--- src/rtl/hwc_pkg.sv ---
// Package for the Hybla window controller: field widths, register indexes,
// opcodes, reset values and the divider status struct. No dependencies.
package hwc_pkg;

    localparam int FRAC_BITS_DEF = 16;

    localparam int OPCODE_W = 2;
    localparam int RTT_W    = 16;
    localparam int WIN_W    = 32;
    localparam int CFG_IDX_W = 3;
    localparam int CFG_DATA_W = 32;

    typedef enum logic [OPCODE_W-1:0] {
        OP_ACK   = 2'd0,
        OP_LOSS  = 2'd1,
        OP_START = 2'd2,
        OP_NONE  = 2'd3
    } t_opcode;

    localparam logic [CFG_IDX_W-1:0] CFG_MIN_RTT    = 3'd0;
    localparam logic [CFG_IDX_W-1:0] CFG_RHO_LIMIT  = 3'd1;
    localparam logic [CFG_IDX_W-1:0] CFG_WIN_LIMIT  = 3'd2;
    localparam logic [CFG_IDX_W-1:0] CFG_INIT_WIN   = 3'd3;
    localparam logic [CFG_IDX_W-1:0] CFG_INIT_THRESH = 3'd4;

    localparam logic [RTT_W-1:0] MIN_RTT_RST     = 16'd10;
    localparam logic [WIN_W-1:0] RHO_LIMIT_RST   = 32'd262144;
    localparam logic [WIN_W-1:0] WIN_LIMIT_RST   = 32'd4294901760;
    localparam logic [WIN_W-1:0] INIT_WIN_RST    = 32'd131072;
    localparam logic [WIN_W-1:0] INIT_THRESH_RST = 32'd4294901760;

    typedef struct packed {
        logic busy;
        logic done;
    } t_div_sts;

endpackage

--- src/rtl/hwc_if.sv ---
// Valid/ready channel interfaces for the Hybla window controller: event
// input and window result. Depends on hwc_pkg for field widths.
interface hwc_evt_if;
    logic                         valid;
    logic                         ready;
    logic [hwc_pkg::OPCODE_W-1:0] opcode;
    logic [hwc_pkg::RTT_W-1:0]    rtt_ms;

    modport source (output valid, output opcode, output rtt_ms, input ready);
    modport sink   (input valid, input opcode, input rtt_ms, output ready);
endinterface

interface hwc_res_if;
    logic                      valid;
    logic                      ready;
    logic [hwc_pkg::WIN_W-1:0] window;
    logic [hwc_pkg::WIN_W-1:0] threshold;

    modport source (output valid, output window, output threshold, input ready);
    modport sink   (input valid, input window, input threshold, output ready);
endinterface

--- src/rtl/hybla_window_control_unit.sv ---
// Top level of the Hybla congestion window controller: configuration
// registers, window state, sequencer. Depends on hwc_pkg, hwc_if, hwc_divider.
//
// Each event takes one transaction on i_evt and yields one transaction on
// o_res. Loss, start and unused opcodes go straight from idle to the finish
// state. An ack runs two squarings on one shared 16x16 multiplier, then the
// rho division and, in congestion avoidance, the increment division on one
// shared restoring divider; slow start and a zero window skip the increment
// division. The finish state waits until a held result has left. i_evt is
// ready only while the sequencer is idle; a waiting result does not block
// the next event.
module hybla_window_control_unit #(
    parameter int FRAC_BITS = hwc_pkg::FRAC_BITS_DEF
) (
    input  logic                          i_clk,
    input  logic                          i_rst_n,
    input  logic                          i_cfg_we,
    input  logic [hwc_pkg::CFG_IDX_W-1:0] i_cfg_idx,
    input  logic [hwc_pkg::CFG_DATA_W-1:0] i_cfg_data,
    hwc_evt_if.sink                       i_evt,
    hwc_res_if.source                     o_res
);
    import hwc_pkg::*;

    localparam int NW = 2 * FRAC_BITS + 1;
    localparam int CW = $clog2(NW + 1);
    localparam int SW = ((NW > WIN_W) ? NW : WIN_W) + 1;

    typedef enum logic [6:0] {
        S_IDLE    = 7'b0000001,
        S_SQR_R   = 7'b0000010,
        S_SQR_B   = 7'b0000100,
        S_DIV_RHO = 7'b0001000,
        S_GROW    = 7'b0010000,
        S_DIV_INC = 7'b0100000,
        S_FIN     = 7'b1000000
    } t_state;

    t_state r_state;

    logic [RTT_W-1:0] r_min_rtt;
    logic [WIN_W-1:0] r_rho_limit, r_win_limit, r_init_win, r_init_thresh;
    logic [WIN_W-1:0] r_cwnd, r_ssth;
    logic [RTT_W-1:0] r_base;
    logic             r_base_valid;

    logic [RTT_W-1:0]   r_rtt;
    logic [31:0]        r_rsq;
    logic [FRAC_BITS:0] r_rho;

    logic             r_out_valid;
    logic [WIN_W-1:0] r_out_win, r_out_thr;

    logic [RTT_W-1:0] w_clamp;
    logic [WIN_W-1:0] w_half, w_floor;
    logic [RTT_W-1:0] w_mul_a;
    logic [31:0]      w_prod;
    logic             w_take;
    logic             w_res_load;

    logic          w_div_start;
    logic [31:0]   w_div_rem;
    logic [NW-1:0] w_div_num;
    logic [31:0]   w_div_den;
    logic [CW-1:0] w_div_steps;
    logic [NW-1:0] w_quo;
    t_div_sts      w_div_sts;

    logic [WIN_W-1:0] w_quo_ext;
    logic [FRAC_BITS:0] w_rho;
    logic [WIN_W:0]   w_ss_sum;
    logic [WIN_W-1:0] w_ss_win;
    logic [SW-1:0]    w_ca_sum;
    logic [WIN_W-1:0] w_ca_win;

    always_comb begin
        w_clamp = (i_evt.rtt_ms < r_min_rtt) ? r_min_rtt : i_evt.rtt_ms;
        if (w_clamp == '0) begin
            w_clamp = RTT_W'(1);
        end
    end

    assign w_half  = r_cwnd >> 1;
    assign w_floor = (w_half > r_init_win) ? w_half : r_init_win;

    assign w_mul_a = (r_state == S_SQR_R) ? r_rtt : r_base;
    assign w_prod  = 32'(w_mul_a) * 32'(w_mul_a);

    assign w_take = i_evt.valid && (r_state == S_IDLE);
    assign i_evt.ready = (r_state == S_IDLE);

    assign w_res_load = (r_state == S_FIN) && (!r_out_valid || o_res.ready);

    assign w_quo_ext = WIN_W'(w_quo[FRAC_BITS:0]);
    assign w_rho = (w_quo_ext > r_rho_limit) ? r_rho_limit[FRAC_BITS:0] : w_quo[FRAC_BITS:0];

    assign w_ss_sum = {1'b0, r_cwnd} + (WIN_W + 1)'(r_rho);
    assign w_ss_win = (w_ss_sum > {1'b0, r_win_limit}) ? r_win_limit : w_ss_sum[WIN_W-1:0];

    assign w_ca_sum = SW'(r_cwnd) + SW'(w_quo);
    assign w_ca_win = (w_ca_sum > SW'(r_win_limit)) ? r_win_limit : w_ca_sum[WIN_W-1:0];

    always_comb begin
        w_div_start = 1'b0;
        w_div_rem   = {1'b0, w_prod[31:1]};
        w_div_num   = {w_prod[0], {(NW-1){1'b0}}};
        w_div_den   = r_rsq;
        w_div_steps = CW'(FRAC_BITS + 1);
        if (r_state == S_SQR_B) begin
            w_div_start = 1'b1;
        end else if (r_state == S_GROW) begin
            w_div_start = (r_cwnd >= r_ssth) && (r_cwnd != '0);
            w_div_rem   = '0;
            w_div_num   = {r_rho, {FRAC_BITS{1'b0}}};
            w_div_den   = r_cwnd;
            w_div_steps = CW'(NW);
        end
    end

    hwc_divider #(
        .FRAC_BITS(FRAC_BITS)
    ) u_div (
        .i_clk   (i_clk),
        .i_rst_n (i_rst_n),
        .i_start (w_div_start),
        .i_rem   (w_div_rem),
        .i_num   (w_div_num),
        .i_den   (w_div_den),
        .i_steps (w_div_steps),
        .o_quo   (w_quo),
        .o_sts   (w_div_sts)
    );

    always_ff @(posedge i_clk) begin
        if (!i_rst_n) begin
            r_min_rtt     <= MIN_RTT_RST;
            r_rho_limit   <= RHO_LIMIT_RST;
            r_win_limit   <= WIN_LIMIT_RST;
            r_init_win    <= INIT_WIN_RST;
            r_init_thresh <= INIT_THRESH_RST;
        end else if (i_cfg_we) begin
            unique case (i_cfg_idx)
                CFG_MIN_RTT:     r_min_rtt     <= i_cfg_data[RTT_W-1:0];
                CFG_RHO_LIMIT:   r_rho_limit   <= i_cfg_data[WIN_W-1:0];
                CFG_WIN_LIMIT:   r_win_limit   <= i_cfg_data[WIN_W-1:0];
                CFG_INIT_WIN:    r_init_win    <= i_cfg_data[WIN_W-1:0];
                CFG_INIT_THRESH: r_init_thresh <= i_cfg_data[WIN_W-1:0];
                default: ;
            endcase
        end
    end

    always_ff @(posedge i_clk) begin
        if (!i_rst_n) begin
            r_state      <= S_IDLE;
            r_cwnd       <= INIT_WIN_RST;
            r_ssth       <= INIT_THRESH_RST;
            r_base       <= '0;
            r_base_valid <= 1'b0;
            r_out_valid  <= 1'b0;
        end else begin
            if (w_res_load) begin
                r_out_valid <= 1'b1;
            end else if (o_res.ready) begin
                r_out_valid <= 1'b0;
            end
            unique case (r_state)
                S_IDLE: begin
                    if (w_take) begin
                        unique case (t_opcode'(i_evt.opcode))
                            OP_ACK: begin
                                if (!r_base_valid || (w_clamp < r_base)) begin
                                    r_base <= w_clamp;
                                end
                                r_base_valid <= 1'b1;
                                r_state      <= S_SQR_R;
                            end
                            OP_LOSS: begin
                                r_cwnd  <= w_floor;
                                r_ssth  <= w_floor;
                                r_base  <= w_clamp;
                                r_state <= S_FIN;
                            end
                            OP_START: begin
                                r_cwnd       <= r_init_win;
                                r_ssth       <= r_init_thresh;
                                r_base       <= '0;
                                r_base_valid <= 1'b0;
                                r_state      <= S_FIN;
                            end
                            OP_NONE: begin
                                r_state <= S_FIN;
                            end
                        endcase
                    end
                end
                S_SQR_R: begin
                    r_state <= S_SQR_B;
                end
                S_SQR_B: begin
                    r_state <= S_DIV_RHO;
                end
                S_DIV_RHO: begin
                    if (w_div_sts.done) begin
                        r_state <= S_GROW;
                    end
                end
                S_GROW: begin
                    if (r_cwnd < r_ssth) begin
                        r_cwnd  <= w_ss_win;
                        r_state <= S_FIN;
                    end else if (r_cwnd == '0) begin
                        r_cwnd  <= r_win_limit;
                        r_state <= S_FIN;
                    end else begin
                        r_state <= S_DIV_INC;
                    end
                end
                S_DIV_INC: begin
                    if (w_div_sts.done) begin
                        r_cwnd  <= w_ca_win;
                        r_state <= S_FIN;
                    end
                end
                S_FIN: begin
                    if (w_res_load) begin
                        r_state <= S_IDLE;
                    end
                end
                default: r_state <= S_IDLE;
            endcase
        end
    end

    always_ff @(posedge i_clk) begin
        if (w_take) begin
            r_rtt <= w_clamp;
        end
        if (r_state == S_SQR_R) begin
            r_rsq <= w_prod;
        end
        if ((r_state == S_DIV_RHO) && w_div_sts.done) begin
            r_rho <= w_rho;
        end
        if (w_res_load) begin
            r_out_win <= r_cwnd;
            r_out_thr <= r_ssth;
        end
    end

    assign o_res.valid     = r_out_valid;
    assign o_res.window    = r_out_win;
    assign o_res.threshold = r_out_thr;

endmodule

--- src/rtl/hwc_divider.sv ---
// Restoring divider, one quotient bit per cycle, 32-bit divisor.
// Depends on hwc_pkg for the status struct.
module hwc_divider #(
    parameter int FRAC_BITS = hwc_pkg::FRAC_BITS_DEF,
    localparam int NW = 2 * FRAC_BITS + 1,
    localparam int CW = $clog2(NW + 1)
) (
    input  logic                    i_clk,
    input  logic                    i_rst_n,
    input  logic                    i_start,
    input  logic [31:0]             i_rem,
    input  logic [NW-1:0]           i_num,
    input  logic [31:0]             i_den,
    input  logic [CW-1:0]           i_steps,
    output logic [NW-1:0]           o_quo,
    output hwc_pkg::t_div_sts       o_sts
);
    import hwc_pkg::*;

    logic [31:0]   r_rem, n_rem;
    logic [NW-1:0] r_num, n_num;
    logic [31:0]   r_den;
    logic [NW-1:0] r_quo, n_quo;
    logic [CW-1:0] r_cnt;
    logic          r_busy;
    logic          r_done;

    logic [32:0]   w_trial;
    logic [33:0]   w_diff;
    logic          w_ge;

    assign w_trial = {r_rem, r_num[NW-1]};
    assign w_diff  = {1'b0, w_trial} - {2'b00, r_den};
    assign w_ge    = ~w_diff[33];

    always_comb begin
        n_rem = w_ge ? w_diff[31:0] : w_trial[31:0];
        n_num = r_num << 1;
        n_quo = {r_quo[NW-2:0], w_ge};
    end

    always_ff @(posedge i_clk) begin
        if (!i_rst_n) begin
            r_busy <= 1'b0;
            r_done <= 1'b0;
            r_cnt  <= '0;
        end else begin
            r_done <= !i_start && r_busy && (r_cnt == CW'(1));
            if (i_start) begin
                r_busy <= 1'b1;
                r_cnt  <= i_steps;
            end else if (r_busy) begin
                r_cnt <= r_cnt - CW'(1);
                if (r_cnt == CW'(1)) begin
                    r_busy <= 1'b0;
                end
            end
        end
    end

    always_ff @(posedge i_clk) begin
        if (i_start) begin
            r_rem <= i_rem;
            r_num <= i_num;
            r_den <= i_den;
            r_quo <= '0;
        end else if (r_busy) begin
            r_rem <= n_rem;
            r_num <= n_num;
            r_quo <= n_quo;
        end
    end

    assign o_quo = r_quo;
    assign o_sts = '{busy: r_busy, done: r_done};

endmodule

--- src/flat_wrapper.sv ---
// flat-port wrapper written by rule: the top's interface ports become plain ports
module hybla_window_control_unit_flat import hwc_pkg::*;
#(
    parameter int FRAC_BITS = hwc_pkg::FRAC_BITS_DEF
)
  (i_clk, i_rst_n, i_cfg_we, i_cfg_idx, i_cfg_data, i_evt_valid, i_evt_opcode, i_evt_rtt_ms, i_evt_ready, o_res_valid, o_res_window, o_res_threshold, o_res_ready);
  hwc_evt_if i_evt_i ();
  hwc_res_if o_res_i ();
  input  logic i_clk;
  input  logic i_rst_n;
  input  logic i_cfg_we;
  input  logic [hwc_pkg::CFG_IDX_W-1:0] i_cfg_idx;
  input  logic [hwc_pkg::CFG_DATA_W-1:0] i_cfg_data;
  input wire logic [$bits(i_evt_i.valid)-1:0] i_evt_valid;
  input wire logic [$bits(i_evt_i.opcode)-1:0] i_evt_opcode;
  input wire logic [$bits(i_evt_i.rtt_ms)-1:0] i_evt_rtt_ms;
  output wire logic [$bits(i_evt_i.ready)-1:0] i_evt_ready;
  output wire logic [$bits(o_res_i.valid)-1:0] o_res_valid;
  output wire logic [$bits(o_res_i.window)-1:0] o_res_window;
  output wire logic [$bits(o_res_i.threshold)-1:0] o_res_threshold;
  input wire logic [$bits(o_res_i.ready)-1:0] o_res_ready;
  assign i_evt_i.valid = i_evt_valid;
  assign i_evt_i.opcode = i_evt_opcode;
  assign i_evt_i.rtt_ms = i_evt_rtt_ms;
  assign i_evt_ready = i_evt_i.ready;
  assign o_res_valid = o_res_i.valid;
  assign o_res_window = o_res_i.window;
  assign o_res_threshold = o_res_i.threshold;
  assign o_res_i.ready = o_res_ready;
  hybla_window_control_unit #(.FRAC_BITS(FRAC_BITS)) u_core (.i_clk(i_clk), .i_rst_n(i_rst_n), .i_cfg_we(i_cfg_we), .i_cfg_idx(i_cfg_idx), .i_cfg_data(i_cfg_data), .i_evt(i_evt_i), .o_res(o_res_i));
endmodule
--- config.mk ---
export PLATFORM = sky130hd
export DESIGN_NAME = hybla_window_control_unit_flat
export DESIGN_NICKNAME = d
export VERILOG_FILES = /design/src/rtl/hwc_pkg.sv /design/src/rtl/hwc_if.sv /design/src/rtl/hybla_window_control_unit.sv /design/src/rtl/hwc_divider.sv /design/src/flat_wrapper.sv
export SDC_FILE = /design/constraint.sdc
export NUM_CORES = 2
export LEC_CHECK = 0
export ABC_AREA = 1
export BUFFER_PORTS_ARGS = -buffer_cell sky130_fd_sc_hd__buf_4
export CAP_MARGIN = 20
export CORE_MARGIN = 5
export CORE_UTILIZATION = 50
export CTS_CLUSTER_DIAMETER = 30
export DETAILED_ROUTE_END_ITERATION = 7
export GPL_TIMING_DRIVEN = 0
export MAX_ROUTING_LAYER = met4
export PLACE_DENSITY = 0.67
export SLEW_MARGIN = 20
export SYNTH_ARGS = -nofsm -noshare
export SYNTH_HDL_FRONTEND = slang
export SYNTH_SLANG_ARGS = --single-unit
--- constraint.sdc ---
create_clock -name i_clk -period 9.55 [get_ports i_clk]
set_input_delay 2.865 -clock i_clk [delete_from_list [all_inputs] [get_ports i_clk]]
set_output_delay 2.865 -clock i_clk [all_outputs]
set_load 0.1 [all_outputs]
==> run_results.csv <==
group,metric,value,unit
synthesis,ys_top_cells_by_area,"edfxtp_1, dfxtp_1, ha_1",
pwr,ir_drop,0.1625,mV
critical_path,slowest_delay,0.59,ns
clock_network,cts_inserted_buffers,107,
floorplan,die_h,275.4,um
routing,route.detailed.drc,0,
critical_path,worstPathMaxFanout,10,
global_route,grt_pass1_vias,30690,
critical_path,startpoint_type,"flop",
synthesis,synth_largest_area_cell,"edfxtp_1",
synthesis,yosys_register_bits,483,
critical_path,critPathCaptureType,"flop",
synthesis,synthArstFlopShare,0,%
critical_path,path_class,"flop to flop",
clock_network,cts_hold_buffers,0,
global_route,grt_pass1_wl,179500,um
clock_network,worstSkewPairLatency,0.70,ns
routing,drt_iter0_markers,2556,
timing,skew,0.06156,ns
placed_design,dp_cells,5398,
placed_design,io_buffers,122,
floorplan,die_area,75840,um^2
clock_network,cts_tree,"yes",
timing,finalCriticalPeriod,8.884,ns
timing,postLayoutSetupSlackWorst,0.6661,ns
pwr,p_per_area,242.1,nW/um^2
timing,hold_viol_final,0,
synthesis,synth_cell_type_count,66,
routing,route.vias.total,31600,
pwr,total_power,0.01003,W
critical_path,crit_arrival,9.28,ns
worst_hold_path,hold_depth,0,
timing,slew-limit-headroom,25.35,%
cells_and_area,nets,5149,
synthesis,synth_edf_count,209,
synthesis,synthFlopType,"dfxtp_1",
run_status,status,"finished clean",
critical_path,crit_required,9.95,ns
timing,report.final.slew_viol_count,0,
global_route,antenna_found_initial,5,
clock_network,cts_setup_buffers,0,
cells_and_area,drive_gt1_share,8.560,%
clock_network,clock_path_buffers,3,
job,drv_cap,0,
clock_network,cts_num_sinks,483,
cells_and_area,final_cells,5603,
critical_path,reg2reg_depth,36,
cells_and_area,area_delta_synth_final,17.62,%
synthesis,netlist_instances,4329,
synthesis,synth.avg_cell_area,8.135,um^2
routing,ant_nets,0,
timing,hold_ws,0.4255,ns
floorplan,fp.dieW,275.4,um
timing,setup_tns,0,ns
floorplan,pin_count,124,
placed_design,pre_cts_slack,0.4113,ns
placed_design,place_hpwl,93430,um
critical_path,crit_slowest_cell,"o21ai_1",
routing,drt_wl_total,119500,um
timing,period_share,93.03,%
timing,worst_pin_slew,1.109,ns
routing,drtPass1Iterations,6,
clock_network,root_buffer,"clkbuf_16",
pwr,total_leakage_power,19.46,nW
floorplan,fp-row-count,97,
timing,fmax,112.6,MHz
floorplan,core_area,69910,um^2
synthesis,ys_seq_area_share,33.40,%
worst_hold_path,hold_path_class,"flop to flop",
timing,rsz0062_at_grt,"no",
synthesis,synth.cell_area,35220,um^2
clock_network,cts-htree-levels,3,
global_route,grt_max_degree,50,
clock_network,path_clk_slew,0.05,ns
clock_network,cts-resized-gates,0,
routing,wl_per_cell,21.32,um
synthesis,yosys_warnings,0,
critical_path,critPathMostFrequentCell,"inv_1",
synthesis,synth_top_cell_area_share,17.82,%
global_route,grtUsageTotal,31.85,%
global_route,overflow,0,
synthesis,mappedNetlistNets,4911,
placed_design,routabilityCongestion,0.9959,
floorplan,initial_utilization,50.38,%
timing,finalSetupViolCount,0,
routing,vias_per_cell,5.639,
[worst paths after layout]
kind | startpoint | endpoint | slack [ns]
min | u_core.r_ssth[4] | u_core.o_res.threshold[4] | 0.43
min reg2reg | u_core.r_ssth[4] | u_core.o_res.threshold[4] | 0.43
max | u_core.r_state[3] | u_core.u_div.r_rem[30] | 0.67
max reg2reg | u_core.r_state[3] | u_core.u_div.r_rem[30] | 0.67
[stage by stage]
| step | util [%] | area (um^2) |
|---|---|---|
| 2_1_floorplan | - | 35220 |
| 3_3_place_gp | 53.37 | 37310 |
| 3_5_place_dp | 53.59 | 37460 |
| 4_1_cts | 59.21 | 41390 |
| 5_1_grt | 59.25 | 41420 |
| 6_report | 59.26 | 41420 |
[cell type report]
class,count,area (um^2)
antenna,2,5.005
buffer,151,640.6
clock buffer,126,2829
clock inverter,77,1101
fill,6330,28480
inverter,756,2838
multi-input combinational,2939,20030
sequential,483,11760
tap,940,1176
timing repair buffer,129,1041
[per-layer routing]
layer | vias up | GRT usage (%) | part of all wire (%)
met3 | 372 | 5.216 | 7.7
met1 | 14960 | 39.38 | 40
li1 | 14940 | - | -
met2 | 1319 | 52.10 | 47
met5 | - | - | 0
met4 | 0 | 13.34 | 5.1
[flip-flops by register name (all words and copies together), names as in the netlist, 6 cells and up]
name                    cells
u_core.o_res.threshold     32
u_core.o_res.window        32
u_core.r_base              16
u_core.r_cwnd              32
u_core.r_init_thresh       32
u_core.r_init_win          32
u_core.r_min_rtt           16
u_core.r_rho               17
u_core.r_rho_limit         32
u_core.r_rsq               31
u_core.r_rtt               16
u_core.r_ssth              32
u_core.r_state              7
u_core.r_win_limit         32
u_core.u_div.o_quo         33
u_core.u_div.r_cnt          6
u_core.u_div.r_den         32
u_core.u_div.r_num         17
u_core.u_div.r_rem         32
[worst max-delay path, delay by kind of cell (launching register included)]
kind | cells | cell delay (ns)
simple gates | 10 | 1.19
flops | 1 | 0.39
compound gates | 10 | 2.19
fa+ha+maj | 7 | 3.45
buf+inv | 9 | 1.39
[cells by family (layout without fill, tap and decap cells)]
logic type,count (synthesis),in the layout,synth area share [%]
and+or+nand+nor,1164,1164,13.65
AOI/OAI and AO/OA,1127,1127,17.82
buffers and inverters,907,1239,9.870
adders and majority gates,524,524,22.18
DFF,483,483,33.40
xor gates and xnor gates,123,123,3.059
muxes,1,1,0.03197
other,0,2,0
[Yosys cell counts, drive strengths merged (38+ instances only)]
master  number
o21ai      429
nand3      129
buf         38
ha         357
fa         167
nor3        41
clkbuf     113
xor2        78
xnor2       45
inv        749
dfxtp      274
o211ai      56
nand2      640
nor2       295
a21oi      482
edfxtp     209
[power by group]
part	total [W]	switching (W)	internal (W)
logic	0.00348	0.00236	0.00112
clock network	0.00397	0.00132	0.00266
registers	0.00257	0.000245	0.00233
total	0.0100	0.00392	0.00611
[layout by cell type, fill, tap and decap left out, drive strengths merged, types with 2 or more instances in the layout]
master	synthesis	routed
a21boi	14	14
a21oi	482	482
clkinvlp	0	12
diode	0	2
nor3	41	41
o21bai	14	14
o221ai	6	6
a221oi	18	18
bufinv	0	19
inv	749	761
o211ai	56	56
edfxtp	209	209
o22ai	34	34
nand4	26	26
xnor2	45	45
a22o	15	15
dfxtp	274	274
nand3	129	129
ha	357	357
xor2	78	78
o21ai	429	429
fa	167	167
nor4	23	23
a41oi	3	3
clkinv	7	41
o2111ai	2	2
buf	38	167
a21o	10	10
nor2	295	295
a31oi	18	18
nand3b	2	2
a211oi	8	8
clkbuf	113	239
nand2	640	640
or2	4	4
o31ai	3	3
o21a	10	10
Note: power is estimated with default switching activity, not from simulation.
